### src/sv/ipv4_udp_receive_checker_top_assert.svh
// Assertion macros for the IPv4/UDP receive checker.
// Included by the top level; no other dependencies.
`ifndef IPV4_UDP_RECEIVE_CHECKER_TOP_ASSERT_SVH
`define IPV4_UDP_RECEIVE_CHECKER_TOP_ASSERT_SVH
`ifndef ASSERT_OFF
`define IURC_ASSERT_IMPLY(label, clk, rst_n, prop) \
  label: assert property (@(posedge clk) disable iff (!rst_n) prop) \
    else $error("iurc assertion failed");
`define IURC_ASSERT_NEVER(label, clk, rst_n, cond) \
  label: assert property (@(posedge clk) disable iff (!rst_n) !(cond)) \
    else $error("iurc assertion failed");
`else
`define IURC_ASSERT_IMPLY(label, clk, rst_n, prop)
`define IURC_ASSERT_NEVER(label, clk, rst_n, cond)
`endif
`endif

### src/sv/iurc_pkg.sv
// Shared types, constants and helpers of the IPv4/UDP receive checker.
// No dependencies.
`default_nettype none
package iurc_pkg;

  localparam logic [3:0]  IP_VERSION_FOUR  = 4'd4;
  localparam logic [3:0]  IP_HEADER_WORDS  = 4'd5;
  localparam logic [7:0]  UDP_PROTOCOL     = 8'd17;
  localparam logic [15:0] IP_HEADER_BYTES  = 16'd20;
  localparam logic [15:0] MIN_PACKET_BYTES = 16'd28;

  localparam logic [15:0] POS_VERSION      = 16'd0;
  localparam logic [15:0] POS_TOTAL_LEN_LO = 16'd3;
  localparam logic [15:0] POS_PROTOCOL     = 16'd9;
  localparam logic [15:0] POS_HDR_CHECK_HI = 16'd10;
  localparam logic [15:0] POS_HDR_CHECK_LO = 16'd11;
  localparam logic [15:0] POS_SOURCE       = 16'd12;
  localparam logic [15:0] POS_DEST         = 16'd16;
  localparam logic [15:0] POS_PORT_LO      = 16'd23;
  localparam logic [15:0] POS_ULEN_LO      = 16'd25;
  localparam logic [15:0] POS_UCHK_HI      = 16'd26;
  localparam logic [15:0] POS_UCHK_LO      = 16'd27;

  localparam logic [15:0] RX_PORT_RESET    = 16'd68;
  localparam logic [15:0] MAX_LEN_RESET    = 16'd576;
  localparam logic [15:0] ALL_ONES16       = 16'hffff;

  localparam logic CFG_RX_PORT = 1'b0;
  localparam logic CFG_MAX_LEN = 1'b1;

  // queue depths are powers of two so the pointers wrap on their own
  localparam int QDEPTH = 2;
  localparam int QPTR_W = $clog2(QDEPTH);
  localparam int QCNT_W = QPTR_W + 1;
  localparam logic [QCNT_W-1:0] QFULL_COUNT = QCNT_W'(QDEPTH);

  typedef enum logic [2:0] {
    VERDICT_ACCEPTED = 3'd0,
    VERDICT_SHORT    = 3'd1,
    VERDICT_FIELD    = 3'd2,
    VERDICT_IP_SUM   = 3'd3,
    VERDICT_UDP_SUM  = 3'd4
  } verdict_t;

  typedef struct packed {
    logic [15:0] byte_count;
    logic [19:0] header_sum;
    logic [31:0] datagram_sum;
    logic [7:0]  version_ihl;
    logic [7:0]  protocol;
    logic [15:0] total_length;
    logic [15:0] header_check;
    logic [31:0] source;
    logic [31:0] destination;
    logic [15:0] udp_port;
    logic [15:0] udp_length;
    logic [15:0] udp_check;
  } record_t;

  typedef struct packed {
    logic    valid;
    record_t rec;
  } rec_push_t;

  typedef struct packed {
    logic    empty;
    record_t rec;
  } rec_head_t;

  typedef struct packed {
    verdict_t    verdict;
    logic [15:0] payload_length;
    logic [31:0] source;
    logic [31:0] destination;
  } result_t;

  function automatic logic [15:0] fold16(input logic [31:0] s);
    logic [16:0] f1;
    logic [16:0] f2;
    f1 = {1'b0, s[15:0]} + {1'b0, s[31:16]};
    f2 = {1'b0, f1[15:0]} + {16'h0000, f1[16]};
    return f2[15:0];
  endfunction

endpackage
`default_nettype wire

### src/sv/iurc_front.sv
// Front end: counts packet bytes, captures header fields and runs both sums.
// Hands a finished packet record to the record queue. Uses iurc_pkg.
`default_nettype none
module iurc_front import iurc_pkg::*; (
  input  wire logic        clk,
  input  wire logic        rst_n,
  input  wire logic        take,
  input  wire logic [7:0]  data_byte,
  input  wire logic        last_byte,
  input  wire logic [15:0] max_len,
  output rec_push_t        push
);

  record_t     st_r, st_nxt, st_upd;
  logic [7:0]  pend_r, pend_nxt, pend_upd;
  logic [15:0] pos;
  logic [15:0] lane;
  logic [15:0] word;
  logic        store;

  assign pos   = st_r.byte_count;
  assign lane  = pos[0] ? {8'h00, data_byte} : {data_byte, 8'h00};
  assign word  = {pend_r, data_byte};
  assign store = take && (pos < max_len);

  always_comb begin
    st_upd   = st_r;
    pend_upd = pend_r;
    if (store) begin
      if (pos < IP_HEADER_BYTES && pos != POS_HDR_CHECK_HI && pos != POS_HDR_CHECK_LO) begin
        st_upd.header_sum = st_r.header_sum + {4'h0, lane};
      end
      if ((pos >= POS_SOURCE && pos < IP_HEADER_BYTES) ||
          (pos >= IP_HEADER_BYTES && pos < st_r.total_length &&
           pos != POS_UCHK_HI && pos != POS_UCHK_LO)) begin
        st_upd.datagram_sum = st_r.datagram_sum + {16'h0000, lane};
      end
      if (pos == POS_VERSION) st_upd.version_ihl = data_byte;
      if (pos == POS_PROTOCOL) st_upd.protocol = data_byte;
      if (pos >= POS_SOURCE && pos < POS_DEST) begin
        st_upd.source = {st_r.source[23:0], data_byte};
      end
      if (pos >= POS_DEST && pos < IP_HEADER_BYTES) begin
        st_upd.destination = {st_r.destination[23:0], data_byte};
      end
      if (pos == POS_TOTAL_LEN_LO) st_upd.total_length = word;
      if (pos == POS_HDR_CHECK_LO) st_upd.header_check = word;
      if (pos == POS_PORT_LO)      st_upd.udp_port     = word;
      if (pos == POS_ULEN_LO)      st_upd.udp_length   = word;
      if (pos == POS_UCHK_LO)      st_upd.udp_check    = word;
      pend_upd = data_byte;
      st_upd.byte_count = pos + 16'd1;
    end
    push.valid = take && last_byte;
    push.rec   = st_upd;
    if (push.valid) begin
      st_nxt   = '0;
      pend_nxt = '0;
    end else begin
      st_nxt   = st_upd;
      pend_nxt = pend_upd;
    end
  end

  always_ff @(posedge clk) begin
    if (!rst_n) begin
      st_r   <= '0;
      pend_r <= '0;
    end else begin
      st_r   <= st_nxt;
      pend_r <= pend_nxt;
    end
  end

endmodule
`default_nettype wire

### src/sv/iurc_recq.sv
// Short queue of finished packet records between front and back end.
// Uses iurc_pkg.
`default_nettype none
module iurc_recq import iurc_pkg::*; (
  input  wire logic      clk,
  input  wire logic      rst_n,
  input  wire rec_push_t push,
  output logic           full,
  input  wire logic      pop,
  output rec_head_t      head
);

  record_t           mem_r [QDEPTH];
  logic [QPTR_W-1:0] wr_ptr_r, wr_ptr_nxt;
  logic [QPTR_W-1:0] rd_ptr_r, rd_ptr_nxt;
  logic [QCNT_W-1:0] cnt_r, cnt_nxt;
  logic              do_push, do_pop;

  assign full       = (cnt_r == QFULL_COUNT);
  assign head.empty = (cnt_r == '0);
  assign head.rec   = mem_r[rd_ptr_r];
  assign do_push    = push.valid && !full;
  assign do_pop     = pop && !head.empty;

  always_comb begin
    wr_ptr_nxt = do_push ? wr_ptr_r + 1'b1 : wr_ptr_r;
    rd_ptr_nxt = do_pop  ? rd_ptr_r + 1'b1 : rd_ptr_r;
    cnt_nxt    = cnt_r + QCNT_W'(do_push) - QCNT_W'(do_pop);
  end

  always_ff @(posedge clk) begin
    if (do_push) begin
      mem_r[wr_ptr_r] <= push.rec;
    end
  end

  always_ff @(posedge clk) begin
    if (!rst_n) begin
      wr_ptr_r <= '0;
      rd_ptr_r <= '0;
      cnt_r    <= '0;
    end else begin
      wr_ptr_r <= wr_ptr_nxt;
      rd_ptr_r <= rd_ptr_nxt;
      cnt_r    <= cnt_nxt;
    end
  end

endmodule
`default_nettype wire

### src/sv/iurc_back.sv
// Back end: judges each packet record in two steps and queues the results.
// Uses iurc_pkg.
`default_nettype none
module iurc_back import iurc_pkg::*; (
  input  wire logic        clk,
  input  wire logic        rst_n,
  input  wire rec_head_t   head,
  output logic             head_pop,
  input  wire logic [15:0] rx_port,
  input  wire logic [15:0] max_len,
  output result_t          res,
  output logic             res_empty,
  input  wire logic        res_pop
);

  typedef struct packed {
    logic        short_f;
    logic        field_f;
    logic [15:0] hdr_fold;
    logic [15:0] dgram_fold;
    logic [15:0] header_check;
    logic [15:0] udp_length;
    logic [15:0] udp_check;
    logic [15:0] total_length;
    logic [31:0] source;
    logic [31:0] destination;
  } judge_t;

  judge_t            s1_r, s1_nxt;
  logic              s1_v_r, s1_v_nxt;
  logic              s1_ld;
  record_t           r;
  logic [15:0]       udp_fold;
  logic [15:0]       ip_want, udp_want;
  result_t           res_nxt;

  result_t           oq_r [QDEPTH];
  logic [QPTR_W-1:0] oq_wr_r, oq_wr_nxt;
  logic [QPTR_W-1:0] oq_rd_r, oq_rd_nxt;
  logic [QCNT_W-1:0] oq_cnt_r, oq_cnt_nxt;
  logic              oq_full, oq_push, oq_pop;

  assign oq_full   = (oq_cnt_r == QFULL_COUNT);
  assign res_empty = (oq_cnt_r == '0);
  assign res       = oq_r[oq_rd_r];
  assign oq_push   = s1_v_r && !oq_full;
  assign oq_pop    = res_pop && !res_empty;
  assign s1_ld     = !s1_v_r || !oq_full;
  assign head_pop  = s1_ld && !head.empty;
  assign r         = head.rec;

  always_comb begin
    s1_nxt.short_f = (r.byte_count < MIN_PACKET_BYTES) || (r.byte_count < r.total_length);
    s1_nxt.field_f = (r.protocol != UDP_PROTOCOL) ||
                     (r.version_ihl[7:4] != IP_VERSION_FOUR) ||
                     (r.version_ihl[3:0] != IP_HEADER_WORDS) ||
                     (r.udp_port != rx_port) ||
                     (r.total_length > max_len) ||
                     (r.total_length < MIN_PACKET_BYTES) ||
                     (r.udp_length != r.total_length - IP_HEADER_BYTES);
    s1_nxt.hdr_fold     = fold16({12'h000, r.header_sum});
    s1_nxt.dgram_fold   = fold16(r.datagram_sum);
    s1_nxt.header_check = r.header_check;
    s1_nxt.udp_length   = r.udp_length;
    s1_nxt.udp_check    = r.udp_check;
    s1_nxt.total_length = r.total_length;
    s1_nxt.source       = r.source;
    s1_nxt.destination  = r.destination;
    if (head_pop) begin
      s1_v_nxt = 1'b1;
    end else if (oq_push) begin
      s1_v_nxt = 1'b0;
    end else begin
      s1_v_nxt = s1_v_r;
    end
  end

  always_comb begin
    udp_fold = fold16({16'h0000, s1_r.dgram_fold} + {24'h000000, UDP_PROTOCOL} +
                      {16'h0000, s1_r.udp_length});
    ip_want  = ~s1_r.hdr_fold;
    udp_want = ~udp_fold;
    res_nxt.source         = s1_r.source;
    res_nxt.destination    = s1_r.destination;
    res_nxt.payload_length = '0;
    if (s1_r.short_f) begin
      res_nxt.verdict = VERDICT_SHORT;
    end else if (s1_r.field_f) begin
      res_nxt.verdict = VERDICT_FIELD;
    end else if (s1_r.header_check != ip_want) begin
      res_nxt.verdict = VERDICT_IP_SUM;
    end else if (s1_r.udp_check != '0 && s1_r.udp_check != udp_want &&
                 !(udp_want == '0 && s1_r.udp_check == ALL_ONES16)) begin
      res_nxt.verdict = VERDICT_UDP_SUM;
    end else begin
      res_nxt.verdict        = VERDICT_ACCEPTED;
      res_nxt.payload_length = s1_r.total_length - MIN_PACKET_BYTES;
    end
    oq_wr_nxt  = oq_push ? oq_wr_r + 1'b1 : oq_wr_r;
    oq_rd_nxt  = oq_pop  ? oq_rd_r + 1'b1 : oq_rd_r;
    oq_cnt_nxt = oq_cnt_r + QCNT_W'(oq_push) - QCNT_W'(oq_pop);
  end

  always_ff @(posedge clk) begin
    if (head_pop) begin
      s1_r <= s1_nxt;
    end
    if (oq_push) begin
      oq_r[oq_wr_r] <= res_nxt;
    end
  end

  always_ff @(posedge clk) begin
    if (!rst_n) begin
      s1_v_r   <= 1'b0;
      oq_wr_r  <= '0;
      oq_rd_r  <= '0;
      oq_cnt_r <= '0;
    end else begin
      s1_v_r   <= s1_v_nxt;
      oq_wr_r  <= oq_wr_nxt;
      oq_rd_r  <= oq_rd_nxt;
      oq_cnt_r <= oq_cnt_nxt;
    end
  end

endmodule
`default_nettype wire

### src/sv/ipv4_udp_receive_checker_top.sv
// IPv4/UDP receive checker, top level: configuration registers and wiring.
// Uses iurc_pkg, iurc_front, iurc_recq, iurc_back and the assertion header.
//
// Input channel: one packet byte per item on in_data_byte, from the first
// byte of the IP header, with in_last_byte high on the final byte. Push while
// in_full is low; then one byte is taken every cycle, with no gap between
// packets. Result channel: one item per packet, queued once judged: verdict,
// UDP payload length (zero unless accepted) and the two addresses. The oldest
// result waits on out_* while out_empty is low; pop takes it.
// Throughput: one byte per cycle while in_full is low, set by the front
// end's running sums; the judge stage takes one packet per cycle while the
// result queue has room. A result passes the record queue, judge register
// and result queue in turn. A stalled result side fills a two-entry result
// queue, the judge register and then a two-entry record queue; only then
// does in_full rise, and it drops as soon as a record moves on.
// Configuration: cfg_wr_en writes cfg_data into the register at cfg_index
// (0 destination port, 1 maximum total length); write while idle.
// Reset clears all queues and packet state and restores port 68, maximum 576.
`default_nettype none
`include "ipv4_udp_receive_checker_top_assert.svh"
module ipv4_udp_receive_checker_top import iurc_pkg::*; (
  input  wire logic        clk,
  input  wire logic        rst_n,
  input  wire logic        in_push,
  output logic             in_full,
  input  wire logic [7:0]  in_data_byte,
  input  wire logic        in_last_byte,
  output logic             out_empty,
  input  wire logic        out_pop,
  output logic [2:0]       out_verdict,
  output logic [15:0]      out_payload_length,
  output logic [31:0]      out_source_address,
  output logic [31:0]      out_destination_address,
  input  wire logic        cfg_wr_en,
  input  wire logic [0:0]  cfg_index,
  input  wire logic [15:0] cfg_data
);

  logic [15:0] rx_port_r, rx_port_nxt;
  logic [15:0] max_len_r, max_len_nxt;
  logic        take;
  logic        rq_full;
  logic        rq_pop;
  rec_push_t   rq_push;
  rec_head_t   rq_head;
  result_t     res;

  always_comb begin
    rx_port_nxt = rx_port_r;
    max_len_nxt = max_len_r;
    if (cfg_wr_en) begin
      case (cfg_index[0])
        CFG_RX_PORT: rx_port_nxt = cfg_data;
        CFG_MAX_LEN: max_len_nxt = cfg_data;
        default:     rx_port_nxt = rx_port_r;
      endcase
    end
  end

  always_ff @(posedge clk) begin
    if (!rst_n) begin
      rx_port_r <= RX_PORT_RESET;
      max_len_r <= MAX_LEN_RESET;
    end else begin
      rx_port_r <= rx_port_nxt;
      max_len_r <= max_len_nxt;
    end
  end

  assign in_full = rq_full;
  assign take    = in_push && !rq_full;

  iurc_front u_front (
    .clk       (clk),
    .rst_n     (rst_n),
    .take      (take),
    .data_byte (in_data_byte),
    .last_byte (in_last_byte),
    .max_len   (max_len_r),
    .push      (rq_push)
  );

  iurc_recq u_recq (
    .clk   (clk),
    .rst_n (rst_n),
    .push  (rq_push),
    .full  (rq_full),
    .pop   (rq_pop),
    .head  (rq_head)
  );

  iurc_back u_back (
    .clk       (clk),
    .rst_n     (rst_n),
    .head      (rq_head),
    .head_pop  (rq_pop),
    .rx_port   (rx_port_r),
    .max_len   (max_len_r),
    .res       (res),
    .res_empty (out_empty),
    .res_pop   (out_pop)
  );

  assign out_verdict             = res.verdict;
  assign out_payload_length      = res.payload_length;
  assign out_source_address      = res.source;
  assign out_destination_address = res.destination;

  `IURC_ASSERT_IMPLY(a_last_queues_record, clk, rst_n, (take && in_last_byte) |=> !rq_head.empty)
  `IURC_ASSERT_NEVER(a_reject_no_payload, clk, rst_n,
                     !out_empty && res.verdict != VERDICT_ACCEPTED && out_payload_length != '0)
  `IURC_ASSERT_NEVER(a_push_needs_room, clk, rst_n, rq_push.valid && rq_full)

endmodule
`default_nettype wire
### config.mk
export PLATFORM = sky130hd
export DESIGN_NAME = ipv4_udp_receive_checker_top
export DESIGN_NICKNAME = d
export VERILOG_FILES = /design/src/sv/iurc_pkg.sv /design/src/sv/iurc_front.sv /design/src/sv/iurc_recq.sv /design/src/sv/iurc_back.sv /design/src/sv/ipv4_udp_receive_checker_top.sv
export VERILOG_INCLUDE_DIRS = /design/src /design/src/sv
export SDC_FILE = /design/constraint.sdc
export NUM_CORES = 1
export LEC_CHECK = 0
export BUFFER_PORTS_ARGS = -buffer_cell sky130_fd_sc_hd__buf_4
export CAP_MARGIN = 15
export CORE_MARGIN = 5
export CORE_UTILIZATION = 63
export DETAILED_ROUTE_END_ITERATION = 8
export MAX_ROUTING_LAYER = met4
export PLACE_DENSITY = 0.9
export SLEW_MARGIN = 20
export SYNTH_ARGS = -nofsm -noshare
export SYNTH_HDL_FRONTEND = slang
export SYNTH_HIERARCHICAL = 1
export SYNTH_SLANG_ARGS = --single-unit
### constraint.sdc
create_clock -name clk -period 16.9 [get_ports clk]
set_input_delay 2.535 -clock clk [delete_from_list [all_inputs] [get_ports clk]]
set_output_delay 2.535 -clock clk [all_outputs]
set_load 0.005 [all_outputs]
==> flow_summary.yaml <==
pwr:
  leakagePower_uw: 0.0192
  ir_drop_mv: 0.107
  p_total_uw: 8640
  p_per_area_mw_per_mm2: 165
grt:
  grt_max_degree: 149
  globalRouteOverflowTotal: 0
  antenna_found_initial: 3
  grt_pass1_vias: 28300
  grt_use_total_pct: 26.1
  grt_pass1_wl_mm: 162
cts:
  hold_buffers: 0
  clk_latency_ps: 690
  clkSlewWorstSetupHoldPaths_ps: 60
  cts_buffers: 100
  h-tree-depth: 3
  cts.sinks: 1063
  cts_setup_buffers: 0
  cts_resized: 0
  clock_path_buffers: 3
  root_buffer: "clkbuf_16"
  tritoncts: "built"
floorplanning:
  die_h_um: 285
  start_util_pct: 63.7
  std_cell_rows: 100
  core_region_area_sq_mm: 0.0747
  die_area_sq_mm: 0.0811
  die_w_um: 285
  pin_count: 116
cells_and_area:
  multi_input_area_sq_mm: 0.0173
  final_common_cell: "edfxtp_1"
  drive_gt1_share_pct: 22.7
  layout_common_cells: "784 x edfxtp_1, 443 x mux2_2, 277 x dfxtp_1, 220 x and2_1, 192 x nand2_1"
  post-route-cell-area_sq_mm: 0.0525
  nFillCells: 4657
  stdcell_count: 4597
  syn_to_final_growth_pct: 10.3
  finalCoreUtilization_pct: 70.3
  finalNetCount: 3726
  regArea_sq_mm: 0.0291
worst_setup_path:
  crit_start: "u_back/s1_r[102]$_DFFE_PP_"
  arrival_ps: 8300
  worst_setup_path_end_kind: "flop"
  start_kind: "flop"
  cp_max_fo: 17
  critPathRequiredTime_ps: 17340
  slowest_stage: "or4b_1"
  r2r_slack_ps: 9040
  cp_common_cell: "ha_1"
  path_class: "reg2reg"
  max_stage_delay_ps: 520
  r2r-start: "u_back/s1_r[102]$_DFFE_PP_"
route:
  detail_route.first_pass.iterations: 6
  vias: 28200
  drt_iter0_drc: 2589
  routed_wl_mm: 105
  ant_nets: 0
  wl_per_cell_um: 22.8
  drc_errors: 0
  vias_per_cell: 6.14
timing:
  min_period_ps: 7860
  fin_setup_tns_ps: 0
  fin_skew_ps: 47.8
  fin_crit_sh_pct: 46.5
  max_freq_mhz: 127
  finalHoldViolations: 0
  slew_headroom_pct: 28.8
  rsz0062_at_grt: "false"
  tightest_slew_ps: 1070
  setup_viol: 0
  drv_slew: 0
synth:
  synth_xor_area_share_pct: 4.30
  yosys.area.top_type: "edfxtp_1"
  yosys.cell_types.count: 108
  ys_ff_latch: 1063
  ys_seq_area_share_pct: 61.2
  ys_dominant_reg_cell: "edfxtp_1"
  synth_top_family_by_area: "multiplexers"
  syn-num-nets: 3627
  synth_edf_count: 784
  synthMuxAreaShare_pct: 12.6
  synthArstFlopShare_pct: 0
  syn-cell-area_sq_mm: 0.0476
  yosysTopAreaCellShare_pct: 49.5
  synth-simple-area-share_pct: 10.1
  synthAdderAreaFrac_pct: 4.16
  synth_area_per_cell_sq_um: 13.8
  synthTopCellsByArea: "edfxtp_1 49%, dfxtp_1 12%, mux2_2 10%"
  synth_compound_area_share_pct: 5.06
  yosys_warnings: 6
  syn_inst: 3441
place:
  place.gp.congestion: 0.944
  dp.cells: 4407
  dpl_cell_area_sq_mm: 0.0491
  hpwl_mm: 66.2
  numPortBuffers: 115
job:
  maxCapViolCount: 0
worst_hold_path:
  holdCritPathClass: "reg2reg"
  min-delay-start: "u_back/res_nxt[62]$_DFFE_PP_"
status:
  outcome: "complete, no violations"
[state kept, by name (all words and copies together), names as in the netlist, named ones only]
register / cells
u_back/oq_r: 166
u_recq/cnt_r: 2
max_len_r: 16
u_recq/wr_ptr_r: 1
u_back/res_nxt: 64
u_recq/mem_r: 456
u_back/oq_wr_r: 1
u_front/st_r: 212
u_back/s1_r: 98
u_back/s1_v_r: 1
rx_port_r: 16
u_recq/rd_ptr_r: 1
u_front/pos: 16
u_back/oq_cnt_r: 2
u_front/pend_r: 8
u_back/oq_rd_r: 1
[power breakdown]
group          switching, uW  internal [uW]  total (uW)  leakage, uW
logic                   1670           1110        2790      0.00803
clock network            974           1310        2280      0.00166
registers                202           3370        3570      0.00951
[routing by layer]
layer  GRT usage (%)  vias up  part of all wire, %
met5               -        -                    0
met4            8.68        0                  3.5
met3            3.83      235                  6.6
met2            43.0     1097                   50
met1            33.6    14000                   40
li1                -    12900                    -
[cell families (layout without fill, tap and decap cells)]
logic type / Yosys count / after routing
AOI/OAI and AO/OA: 355 / 355
other: 0 / 1
buffers and inverters: 248 / 434
xor gates and xnor gates: 230 / 230
DFF: 1063 / 1063
adders and majority gates: 156 / 156
and+or+nand+nor: 859 / 859
muxes: 530 / 530
[cell type report]
class / count / share of cell area (%)
clock inverters: 47 / 1.03
clock buffers: 142 / 5.49
well taps: 969 / 2.31
flip-flops and latches: 1063 / 55.5
diodes: 1 / 0.00477
inverters: 108 / 0.772
repair buffers: 137 / 1.99
multi-input cells: 2130 / 32.9
[worst max-delay path, delay by kind of cell, from the launching register on]
| kind | cells | cell delay (ps) |
|---|---|---|
| xor+xnor | 3 | 470 |
| flops | 1 | 380 |
| compound gates | 8 | 1820 |
| fa+ha+maj | 6 | 1530 |
| simple gates | 14 | 3420 |
[cell usage after synthesis (12+ instances only)]
library cell and number:
edfxtp_1 784, mux2_2 443, dfxtp_1 279, and2_1 221, nand2_1 192, ha_1 151, xnor2_1 131, inv_1 107
a21oi_1 96, xor2_1 96, nor2_1 87, clkbuf_1 74, o21ai_0 72, nand3_1 59, mux2i_1 54, nor3_1 41
nand2b_1 39, a21o_1 34, nand4_1 34, nor4_1 34, buf_6 30, mux2_4 30, and3_1 28, nor2b_1 25
buf_2 23, o211ai_1 19, a31oi_1 18, a211oi_1 13, and4_1 12, nor3b_1 12, o21a_1 12
[worst paths after layout]
path                             endpoint  depth (start not counted)
max          u_back/oq_r[0][64]$_DFFE_PP_                         31
min          u_back/oq_r[0][62]$_DFFE_PP_                          0
max reg2reg  u_back/oq_r[0][64]$_DFFE_PP_                         31
min reg2reg  u_back/oq_r[0][62]$_DFFE_PP_                          0
[stage by stage]
stage | hold slack [ps] | setup slack (ps)
finish | 434 | 9040
global route | 450 | 8430
CTS | 440 | 9080
detailed placement | 430 | 9230
global placement | 422 | 9590
floorplan | 421 | 3710
(Power assumes the default switching activity.)
